===== src/hdl/lpfd_pkg.sv =====
// Shared types and codes for the length-prefixed frame decoder.
`timescale 1ns / 1ps

package lpfd_pkg;

  // One input word: a buffer byte and its end-of-buffer mark.
  typedef struct packed {
    logic [7:0] in_byte;
    logic       in_last;
  } lpfd_in_t;

  // One output word.
  typedef struct packed {
    logic [7:0] out_byte;
    logic       out_byte_valid;
    logic       out_in_data;
    logic       frame_end;
    logic [1:0] frame_status;
  } lpfd_out_t;

  typedef enum logic [1:0] {
    ST_OK    = 2'd0,
    ST_TRUNC = 2'd1,
    ST_LEN   = 2'd2,
    ST_SUM   = 2'd3
  } lpfd_status_e;

  // What the back end does with a queued byte.
  typedef enum logic [1:0] {
    OP_SKIP = 2'd0,  // no hash, no output
    OP_SUM  = 2'd1,  // shift into the expected checksum
    OP_HDR  = 2'd2,  // hash and emit as header
    OP_DATA = 2'd3   // hash and emit as data
  } lpfd_op_e;

  // Classified word passed from front to back.
  typedef struct packed {
    logic [7:0]   data_byte;
    lpfd_op_e     op;
    logic         last;
    lpfd_status_e status;
  } lpfd_cmd_t;

  // Queue occupancy flags.
  typedef struct packed {
    logic full;
    logic not_empty;
  } lpfd_qstat_t;

endpackage


===== src/hdl/lpfd_front.sv =====
// Front end: prelude capture, payload classification and length check.
`timescale 1ns / 1ps

module lpfd_front #(
  parameter int unsigned COUNT_BITS = 64
) (
  input  logic               clk_i,
  input  logic               rst_ni,
  input  logic               accept_i,
  input  lpfd_pkg::lpfd_in_t in_i,
  output logic               push_o,
  output lpfd_pkg::lpfd_cmd_t cmd_o
);
  import lpfd_pkg::*;

  localparam logic [4:0]  PreludeBytes = 5'd24;
  localparam logic [4:0]  PreludeLast  = 5'd23;
  localparam logic [4:0]  HdrEnd       = 5'd8;
  localparam logic [4:0]  BodyEnd      = 5'd16;
  // Largest length sum that still leaves room for the prelude.
  localparam logic [63:0] SumLimit     = 64'hFFFF_FFFF_FFFF_FFE7;

  logic [4:0]            pos_q, pos_d;
  logic [63:0]           hdr_q, hdr_d;
  logic [63:0]           body_q, body_d;
  logic [64:0]           sum_q;
  logic [COUNT_BITS-1:0] cnt_q, cnt_d;

  logic                  in_prelude;
  logic [63:0]           cnt_ext;
  logic                  is_hdr;
  logic                  is_data;
  logic                  len_err;
  lpfd_op_e              op;
  lpfd_status_e          status;

  always_comb begin
    in_prelude = pos_q < PreludeBytes;
    cnt_ext    = 64'(cnt_q);
    is_hdr     = cnt_ext < hdr_q;
    // sum carry out means every count lies below the declared end
    is_data    = !is_hdr && (sum_q[64] || (cnt_ext < sum_q[63:0]));

    pos_d  = pos_q;
    hdr_d  = hdr_q;
    body_d = body_q;
    cnt_d  = cnt_q;
    op     = OP_SKIP;

    if (in_prelude) begin
      if (pos_q < HdrEnd) begin
        hdr_d = {hdr_q[55:0], in_i.in_byte};
      end else if (pos_q < BodyEnd) begin
        body_d = {body_q[55:0], in_i.in_byte};
      end else begin
        op = OP_SUM;
      end
      pos_d = pos_q + 5'd1;
    end else begin
      if (is_hdr) begin
        op = OP_HDR;
      end else if (is_data) begin
        op = OP_DATA;
      end
      if (cnt_q != '1) begin
        cnt_d = cnt_q + COUNT_BITS'(1);
      end
    end

    len_err = sum_q[64] || (sum_q[63:0] > SumLimit) || (cnt_d == '1) ||
              (64'(cnt_d) != sum_q[63:0]);

    if (!in_i.in_last) begin
      status = ST_OK;
    end else if (in_prelude && (pos_q < PreludeLast)) begin
      status = ST_TRUNC;
    end else if (len_err) begin
      status = ST_LEN;
    end else begin
      status = ST_OK;
    end
  end

  assign push_o          = accept_i && ((op != OP_SKIP) || in_i.in_last);
  assign cmd_o.data_byte = in_i.in_byte;
  assign cmd_o.op        = op;
  assign cmd_o.last      = in_i.in_last;
  assign cmd_o.status    = status;

  always_ff @(posedge clk_i or negedge rst_ni) begin
    if (!rst_ni) begin
      pos_q  <= '0;
      hdr_q  <= '0;
      body_q <= '0;
      cnt_q  <= '0;
    end else if (accept_i) begin
      if (in_i.in_last) begin
        pos_q  <= '0;
        hdr_q  <= '0;
        body_q <= '0;
        cnt_q  <= '0;
      end else begin
        pos_q  <= pos_d;
        hdr_q  <= hdr_d;
        body_q <= body_d;
        cnt_q  <= cnt_d;
      end
    end
  end

  // Lengths are settled long before the first payload byte; track them.
  always_ff @(posedge clk_i or negedge rst_ni) begin
    if (!rst_ni) begin
      sum_q <= '0;
    end else begin
      sum_q <= {1'b0, hdr_q} + {1'b0, body_q};
    end
  end

`ifndef SYNTHESIS
  a_pos_range: assert property (@(posedge clk_i) disable iff (!rst_ni)
    pos_q <= PreludeBytes)
    else $error("prelude position past end of prelude");
`endif

endmodule


===== src/hdl/lpfd_queue.sv =====
// Two-word queue between the front and back ends.
`timescale 1ns / 1ps

module lpfd_queue (
  input  logic                 clk_i,
  input  logic                 rst_ni,
  input  logic                 push_i,
  input  lpfd_pkg::lpfd_cmd_t  push_cmd_i,
  input  logic                 pop_i,
  output lpfd_pkg::lpfd_cmd_t  head_o,
  output lpfd_pkg::lpfd_qstat_t stat_o
);
  import lpfd_pkg::*;

  lpfd_cmd_t  mem_q [2];
  logic       wr_ptr_q;
  logic       rd_ptr_q;
  logic [1:0] cnt_q;

  assign head_o           = mem_q[rd_ptr_q];
  assign stat_o.full      = cnt_q == 2'd2;
  assign stat_o.not_empty = cnt_q != 2'd0;

  always_ff @(posedge clk_i) begin
    if (push_i) begin
      mem_q[wr_ptr_q] <= push_cmd_i;
    end
  end

  always_ff @(posedge clk_i or negedge rst_ni) begin
    if (!rst_ni) begin
      wr_ptr_q <= 1'b0;
      rd_ptr_q <= 1'b0;
      cnt_q    <= '0;
    end else begin
      if (push_i) begin
        wr_ptr_q <= !wr_ptr_q;
      end
      if (pop_i) begin
        rd_ptr_q <= !rd_ptr_q;
      end
      if (push_i && !pop_i) begin
        cnt_q <= cnt_q + 2'd1;
      end else if (pop_i && !push_i) begin
        cnt_q <= cnt_q - 2'd1;
      end
    end
  end

`ifndef SYNTHESIS
  a_no_overflow: assert property (@(posedge clk_i) disable iff (!rst_ni)
    push_i && stat_o.full |-> pop_i)
    else $error("push into full queue");
  a_no_underflow: assert property (@(posedge clk_i) disable iff (!rst_ni)
    pop_i |-> stat_o.not_empty)
    else $error("pop from empty queue");
`endif

endmodule


===== src/hdl/lpfd_back.sv =====
// Back end: FNV-1a 64 hash, checksum compare and output register.
`timescale 1ns / 1ps

module lpfd_back (
  input  logic                  clk_i,
  input  logic                  rst_ni,
  input  lpfd_pkg::lpfd_cmd_t   head_i,
  input  lpfd_pkg::lpfd_qstat_t qstat_i,
  output logic                  pop_o,
  output logic                  out_valid_o,
  input  logic                  out_stall_i,
  output lpfd_pkg::lpfd_out_t   out_data_o
);
  import lpfd_pkg::*;

  localparam logic [63:0] FnvBasis = 64'hCBF2_9CE4_8422_2325;

  logic [63:0]  hash_q, hash_d;
  logic [63:0]  exp_q, exp_d;
  logic         out_valid_q;
  lpfd_out_t    out_q;

  logic [63:0]  mix;
  logic         is_payload;
  logic         produces;
  logic         out_free;
  lpfd_status_e status;
  lpfd_out_t    res;

  always_comb begin
    // prime 0x100000001b3 = 2^40 + 2^8 + 2^7 + 2^5 + 2^4 + 2^1 + 2^0
    mix = hash_q ^ 64'(head_i.data_byte);
    is_payload = (head_i.op == OP_HDR) || (head_i.op == OP_DATA);
    hash_d = is_payload ? (mix << 40) + (mix << 8) + (mix << 7) + (mix << 5) +
                          (mix << 4) + (mix << 1) + mix
                        : hash_q;
    exp_d  = (head_i.op == OP_SUM) ? {exp_q[55:0], head_i.data_byte} : exp_q;

    if (!head_i.last) begin
      status = ST_OK;
    end else if (head_i.status != ST_OK) begin
      status = head_i.status;
    end else if (hash_d != exp_d) begin
      status = ST_SUM;
    end else begin
      status = ST_OK;
    end

    res.out_byte       = is_payload ? head_i.data_byte : 8'd0;
    res.out_byte_valid = is_payload;
    res.out_in_data    = head_i.op == OP_DATA;
    res.frame_end      = head_i.last;
    res.frame_status   = status;
  end

  assign produces    = is_payload || head_i.last;
  assign out_free    = !out_valid_q || !out_stall_i;
  assign pop_o       = qstat_i.not_empty && (out_free || !produces);
  assign out_valid_o = out_valid_q;
  assign out_data_o  = out_q;

  always_ff @(posedge clk_i or negedge rst_ni) begin
    if (!rst_ni) begin
      hash_q <= FnvBasis;
      exp_q  <= '0;
    end else if (pop_o) begin
      if (head_i.last) begin
        hash_q <= FnvBasis;
        exp_q  <= '0;
      end else begin
        hash_q <= hash_d;
        exp_q  <= exp_d;
      end
    end
  end

  always_ff @(posedge clk_i or negedge rst_ni) begin
    if (!rst_ni) begin
      out_valid_q <= 1'b0;
    end else if (pop_o && produces) begin
      out_valid_q <= 1'b1;
    end else if (!out_stall_i) begin
      out_valid_q <= 1'b0;
    end
  end

  always_ff @(posedge clk_i) begin
    if (pop_o && produces) begin
      out_q <= res;
    end
  end

`ifndef SYNTHESIS
  a_status_on_end: assert property (@(posedge clk_i) disable iff (!rst_ni)
    out_valid_o && (out_data_o.frame_status != ST_OK) |-> out_data_o.frame_end)
    else $error("error status on a word that does not end the frame");
  a_data_tag: assert property (@(posedge clk_i) disable iff (!rst_ni)
    out_valid_o && out_data_o.out_in_data |-> out_data_o.out_byte_valid)
    else $error("data tag without a payload byte");
`endif

endmodule


===== src/hdl/length_prefixed_frame_decoder_top.sv =====
// Top level of the length-prefixed frame decoder with FNV-1a 64 check.
`timescale 1ns / 1ps

// Decodes a framed buffer presented one byte per input word, in_last marking
// the final byte. The first 24 bytes are a big-endian prelude: header length,
// body length and expected FNV-1a 64 checksum. Each following byte within the
// declared header+body length comes out as one word tagged header or data and
// is hashed; bytes past that length are dropped silently. The word for the
// last byte carries frame_end and the status: ok, truncated prelude, length
// mismatch or checksum mismatch, checked in that order. Drop the payload of a
// frame whose status is an error. The block takes one word per cycle when not
// stalled; it registers each word in the queue, then at the output. The
// rate is set by the hash update in the back end, one shift-add multiply by
// the FNV prime per cycle. A two-word queue separates classification from
// hashing, so input stall rises only when the queue is full. COUNT_BITS sets
// the payload counter width (16 to 64); a saturated count is a length error.
module length_prefixed_frame_decoder_top #(
  parameter int unsigned COUNT_BITS = 64
) (
  input  logic                clk_i,
  input  logic                rst_ni,
  input  logic                in_valid_i,
  output logic                in_stall_o,
  input  lpfd_pkg::lpfd_in_t  in_data_i,
  output logic                out_valid_o,
  input  logic                out_stall_i,
  output lpfd_pkg::lpfd_out_t out_data_o
);
  import lpfd_pkg::*;

  logic        accept;
  logic        push;
  logic        pop;
  lpfd_cmd_t   push_cmd;
  lpfd_cmd_t   head;
  lpfd_qstat_t qstat;

  // Hold the input off only while the queue cannot take a word.
  assign in_stall_o = qstat.full;
  assign accept     = in_valid_i && !in_stall_o;

  lpfd_front #(
    .COUNT_BITS(COUNT_BITS)
  ) u_front (
    .clk_i   (clk_i),
    .rst_ni  (rst_ni),
    .accept_i(accept),
    .in_i    (in_data_i),
    .push_o  (push),
    .cmd_o   (push_cmd)
  );

  lpfd_queue u_queue (
    .clk_i     (clk_i),
    .rst_ni    (rst_ni),
    .push_i    (push),
    .push_cmd_i(push_cmd),
    .pop_i     (pop),
    .head_o    (head),
    .stat_o    (qstat)
  );

  lpfd_back u_back (
    .clk_i      (clk_i),
    .rst_ni     (rst_ni),
    .head_i     (head),
    .qstat_i    (qstat),
    .pop_o      (pop),
    .out_valid_o(out_valid_o),
    .out_stall_i(out_stall_i),
    .out_data_o (out_data_o)
  );

endmodule


===== config.mk =====
export PLATFORM = sky130hd
export DESIGN_NAME = length_prefixed_frame_decoder_top
export DESIGN_NICKNAME = d
export VERILOG_FILES = /design/src/hdl/lpfd_pkg.sv /design/src/hdl/lpfd_front.sv /design/src/hdl/lpfd_queue.sv /design/src/hdl/lpfd_back.sv /design/src/hdl/length_prefixed_frame_decoder_top.sv
export SDC_FILE = /design/constraint.sdc
export NUM_CORES = 2
export LEC_CHECK = 0
export ABC_CLOCK_PERIOD_IN_PS = 8400
export BUFFER_PORTS_ARGS = -buffer_cell sky130_fd_sc_hd__buf_2
export CAP_MARGIN = 40
export CORE_UTILIZATION = 45
export CTS_CLUSTER_SIZE = 24
export DETAILED_ROUTE_END_ITERATION = 8
export HOLD_SLACK_MARGIN = 0.03
export PLACE_DENSITY = 0.67
export SLEW_MARGIN = 20
export SYNTH_ARGS = -nofsm -noshare
export SYNTH_HDL_FRONTEND = slang
export SYNTH_SLANG_ARGS = --single-unit

===== constraint.sdc =====
create_clock -name clk_i -period 8.4 [get_ports clk_i]
set_clock_uncertainty 0.05 [all_clocks]
set_input_delay 1.26 -clock clk_i [delete_from_list [all_inputs] [get_ports clk_i]]
set_output_delay 1.26 -clock clk_i [all_outputs]
set_load 0.1 [all_outputs]

Yosys cells after proc, flatten, opt, wreduce, memory -nomap -nowiden
Memory sizes are Yosys's and may differ from the RTL's.
Index checks and enable logic that the tools add are counted.
{"block": "totals", "word_cells": 114, "inputBits": 13, "ff_bits": 408, "mem_bits_rw": 26, "output_inout_bits": 15, "n_memories": 1}
{"block": "classes", "addsub": 11, "n_reduce_logical": 36, "order_cmp": 7, "muxes": 32, "n_eq_ne": 10, "n_bitwise": 1}
{"name": "u_queue.mem_q", "words": 2, "word_bits": 13, "read_ports": 1, "rd_clocked_by_memory_dff": 0, "wr": 1, "line": "lpfd_queue.sv:15", "source": "lpfd_cmd_t mem_q [2];"}
{"operator": "64-bit 2-to-1 mux", "count": 14}
{"operator": "64-bit adder", "count": 6}
{"operator": "64-bit less-than comparator", "count": 2}
{"operator": "64-bit inequality test", "count": 2}
{"operator": "64-bit by 64-bit adder with 65-bit output", "count": 1}
{"operator": "64-bit by 1-bit adder with 64-bit output, second input constant", "count": 1}
{"operator": "64-bit == test, second input constant", "count": 1}
{"operator": "64-bit greater-than comparator, second input constant", "count": 1}
{"operator": "64-bit inequality test, second input constant", "count": 1}
{"operator": "64-bit by 8-bit bitwise XOR with 64-bit output", "count": 1}
{"operator": "2-bit 2-to-1 mux", "count": 11}
{"operator": "5-bit less-than comparator, second input constant", "count": 3}
{"operator": "2-bit nonzero test", "count": 7}
{"operator": "5-bit 2-to-1 mux", "count": 2}
{"operator": "1-bit logical NOT", "count": 9}
{"operator": "1-bit logical OR", "count": 9}
{"operator": "1-bit logical AND", "count": 8}
{"operator": "2-bit == test, second input constant", "count": 3}
{"operator": "5-bit by 1-bit adder with 5-bit output, second input constant", "count": 1}
{"operator": "5-bit by 4-bit less-than comparator with 1-bit output, second input constant", "count": 1}
{"operator": "1-bit 2-to-1 mux", "count": 5}
{"operator": "4-bit AND reduction", "count": 1}
{"operator": "3-bit AND reduction", "count": 1}
{"operator": "2-bit by 1-bit adder with 2-bit output, second input constant", "count": 1}
{"operator": "5 further kinds", "count": 5}

Longest topological paths before layout
{"block": "logic_depth", "ltp_word": 13, "depth_mapped": 27, "ltp_nobuf": 23}

By module
Synthesis repeated with hierarchy kept, for this count alone.
{"block": "hier_totals", "hier_cells": 4414, "area_unflattened_um2": 40045.9}
{"mod": "lpfd_back", "cells_each": 2301, "area_per_inst_um2": 20153.1, "n_inst": 1}
{"mod": "lpfd_front", "cells_each": 2056, "area_per_inst_um2": 18751.7, "n_inst": 1}
{"mod": "lpfd_queue", "cells_each": 56, "area_per_inst_um2": 1127.3, "n_inst": 1}
{"mod": "length_prefixed_frame_decoder_top", "cells_each": 1, "area_per_inst_um2": 13.8, "n_inst": 1}

Least setup slack after synthesis
Ideal clock, no wire load.
{"block": "synth_timing", "path_kind": "reg2reg", "start": "register u_queue.rd_ptr_q", "end": "register u_back.out_q (netlist bit u_back.out_data_o[0]) (data pin)", "required_time_ns": 8.082, "slack_ns": 0.712, "arrival_time_ns": 7.370, "synth_period_minus_slack_ns": 7.688, "n_path_buf": 4, "stages_incl_launch_ff": 26, "cell_sequence": "dfrtp_1 > buf_1 > buf_1 > clkbuf_1 > mux2i_1 > xnor2_1 > inv_1 > fa_1 > fa_1 > fa_1 > inv_1 > fa_1 > ha_1 > clkbuf_1 > nand2_1 > o21ai_1 > nor2_1 > or4_1 > o21ai_0 > a22oi_1 > and3_1 > o211ai_1 > o21ai_0 > a2111oi_0 > o2111a_1 > a31oi_1"}
{"block": "synth_between", "elab_chain_len": 12, "elab_cells_between_ends": 18}
{"element": "start: declaration", "line": "lpfd_queue.sv:17", "source": "logic rd_ptr_q;"}
{"element": "start signal: assignment", "line": "lpfd_queue.sv:40", "source": "rd_ptr_q <= !rd_ptr_q;"}
{"element": "memory 2 x 13 bit *"}
{"element": "64-bit by 8-bit bitwise XOR with 64-bit output", "line": "lpfd_back.sv:32", "source": "mix = hash_q ^ 64'(head_i.data_byte);"}
{"element": "64-bit adder (4 in a row)", "line": "lpfd_back.sv:34", "source": "hash_d = is_payload ? (mix << 40) + (mix << 8) + (mix << 7) + (mix << 5) +"}
{"element": "64-bit adder (2 in a row)", "line": "lpfd_back.sv:35", "source": "(mix << 4) + (mix << 1) + mix"}
{"element": "64-bit 2-to-1 mux", "line": "lpfd_back.sv:34"}
{"element": "64-bit inequality test", "line": "lpfd_back.sv:43", "source": "end else if (hash_d != exp_d) begin"}
{"element": "2-bit 2-to-1 mux", "line": "lpfd_back.sv:43"}
{"element": "2-bit 2-to-1 mux", "line": "lpfd_back.sv:41", "source": "end else if (head_i.status != ST_OK) begin"}
{"element": "end signal: assignment", "line": "lpfd_back.sv:89", "source": "out_q <= res;"}
{"element": "end: declaration", "line": "lpfd_back.sv:21", "source": "lpfd_out_t out_q;"}
Every way passes the cells marked *; elsewhere a longest branch is shown, timed or not.
A chain may end at the register's enable or synchronous reset.

Worst setup path in the final report
{"block": "layout_timing", "start": "register u_queue.rd_ptr_q", "end": "register u_back.out_q (netlist bit u_back.out_data_o[1]) (data pin)"}
The elaborated chain is that of the path after synthesis.

==> results.cfg <==
[setup_path]
max_stage_delay_ps = 610
r2r_start = u_queue.rd_ptr_q
critPathBufInv = 4
cp-end-kind = flip-flop
cpMostUsedCell = fa_1
cp.arrival_ps = 8340
cp.required_ps = 8710
crit_family = adder cells
critical_path.max_fanout = 10
start_kind = flip-flop
slowest_stage = a2111oi_0
crit_start = u_queue.rd_ptr_q
crit_chain = mux2i_1 > xnor2_1 > inv_1 > buf_4 > fa_1 > fa_1 > inv_1 > fa_1 > ha_1 > ha_1 > nand2_1 > nor4_1 > nor3_1 > o21a_1 > buf_4 > o31ai_1 > mux2i_1 > nand4_1 > a2111oi_0 > nor4bb_1 > a32o_1 > a31oi_1
crit_type = reg -> reg

[logic_synthesis]
yosysSeqAreaShare_pct = 28.1
yosysMostFrequentCell = inv_1
synthTopCellsByArea = dfrtp_1, fa_1, ha_1, xnor2_1, inv_1
synth_edf_count = 39
synth-async-reset-ratio_pct = 91.0
synth_top_area_share_pct = 23.3
synth_cells = 4319
postSynthAreaPerCell_um2 = 9.14
synthTopCellsByCount = inv_1, dfrtp_1, nand2_1
ys.flop_type = dfrtp_1
synth_area_um2 = 39500
yosysUniqueCellTypes = 105
post-synth-top-area-cell = dfrtp_1
synth.ff_latch_count = 434
yosys_warnings = 0
synth_nets = 4882

[finish]
syn2layout_area_growth_pct = 8.62
nets = 4857
diodes = 0
drive_gt1_share_pct = 6.85

[floorplan]
dieWidth_um = 298
start_util_pct = 45.4
rows = 108
die_h_um = 298
core_um2 = 86900
io_pins = 28
die-area_um2 = 88900

[sta]
setup_viol = 0
slew_violations = 0
tns_ps = 0
max_freq_mhz = 125
tightest_slew_ps = 1060
finalCriticalPeriod_ps = 8030
fin_crit_sh_pct = 95.6
relSlewSlack_pct = 29.2
grt_setup_unrepaired = false
hold_violations = 0

[drt]
ant_nets = 0
first_pass_iters = 6
drc = 0
drt_first_iter_violations = 3049
vias_per_cell = 6.03
vias = 33100
wl_per_cell_um = 24.6
routed_wl_um = 135000

[cts]
ctsResizeCount = 0
clock_path_buffers = 3
cts_sinks = 434
holdBufCountCts = 0
cts_htree_levels = 2
clkLatencyLatePin_ps = 660
cts_tree = done
cts_setup_buffers = 0
clkTransAtPathRegs_ps = 60
cts-buffers-inserted = 51
root_buffer = clkbuf_16

[job]
drv_cap = 0

[global_routing]
antenna_found_initial = 2
grt_first_pass_wirelength_um = 207000
first_global_vias = 33000
grt_overflow = 0
grtUsageTotal_pct = 30.4
grt_max_degree = 157

[place]
port_buffers = 27
dp_hpwl_um = 107000
place.gp.congestion = 1.01

[worst_hold_path]
hp-class = reg -> reg
worstHoldStart = u_back.exp_q[62]

[status]
status = completed
## cells by family (layout without fill, tap and decap cells)
family	count (synthesis)	after routing	share of synthesized area [%]
DFF	434	434	28.1
buffers and inverters	709	727	6.94
xor gates and xnor gates	315	315	7.04
and+or+nand+nor	1071	1071	13.5
muxes	113	113	2.89
AOI/OAI and AO/OA	1127	1127	19.4
adders and majority gates	550	550	22.1
## worst reg2reg max path, delay by kind of cell, from the launching register on
family / cells / cell delay, ps
compound gates: 5 / 1660
fa+ha+maj: 5 / 2190
buf+inv: 4 / 830
flops: 1 / 580
mux: 2 / 750
xor+xnor: 1 / 320
simple gates: 5 / 1360
## per-layer routing
metal	track usage [%]	vias up	share of wire, %
met1	38.1	16400	41
met4	18.0	0	7.0
met5	0	-	0
li1	-	15100	-
met3	3.85	394	5.2
met2	50.1	1158	47
## worst paths after layout
kind / cells past startpoint / slack, ps / end
worst min register to register: 1 / 460 / u_back.exp_q[62]
max in group asynchronous: 2 / 6140 / u_back.exp_q[51]
worst max register to register: 22 / 370 / u_back.out_data_o[1]
worst min-delay path: 1 / 460 / u_back.exp_q[62]
worst max-delay path: 22 / 370 / u_back.out_data_o[1]
min in group asynchronous: 1 / 600 / u_front.body_q[33]
## placed cells by master, fill, tap and decap left out, drive strengths merged, types with 14 or more instances in the layout
cell type	synthesis	routed
nor3	74	74
o22ai	26	26
nand3	86	86
o21bai	18	18
fa	247	247
nand2b	33	33
a31oi	48	48
nor2	234	234
dfstp	28	28
mux2i	110	110
ha	303	303
nor4	48	48
o21a	20	20
dfrtp	367	367
clkinv	1	19
a21oi	229	229
xnor2	229	229
o31ai	25	25
o211ai	17	17
nand4	88	88
a211oi	24	24
buf	43	110
o2111ai	22	22
inv	518	521
clkbuf	147	64
nand2	316	316
edfxtp	39	39
nor2b	31	31
and2	41	41
a221oi	18	18
or2	15	15
o21ai	240	240
and4	17	17
a22o	181	181
a22oi	14	14
xor2	85	85
a21o	127	127
and3	40	40
## through the flow
stage                     hold WS, ps  setup slack [ps]  std cells  utilization [%]  cell area [um^2]
after floorplan                   398               712       4319                -             39500
after global placement            433               167       5376             47.0             40900
after detailed placement          434               131       5391             47.3             41100
after CTS                         455              90.2       5487             49.3             42800
after global routing              466              34.5       5492             49.4             42900
final                             459               371       5492             49.4             42900
## state kept, by name, indices dropped and copies added, names as in the netlist
name	cells
u_front.sum_q	65
u_back.exp_q	64
u_back.hash_q	64
u_front.body_q	64
u_front.cnt_ext	64
u_front.hdr_q	64
u_queue.mem_q	26
u_back.out_data_o	13
u_front.pos_q	5
u_queue.cnt_q	2
u_back.out_valid_o	1
u_queue.rd_ptr_q	1
u_queue.wr_ptr_q	1
## area by class of cell
type	count	area, um^2
fill	8193	44000
multi-input combinational	3176	25800
sequential	434	11100
inverter	519	1950
tap	1155	1450
clock buffer	63	1400
timing repair buffer	112	903
clock inverter	33	337
Power is not shown: default switching activity piles up to over one toggle a cycle in this logic, so the estimate is an artifact.
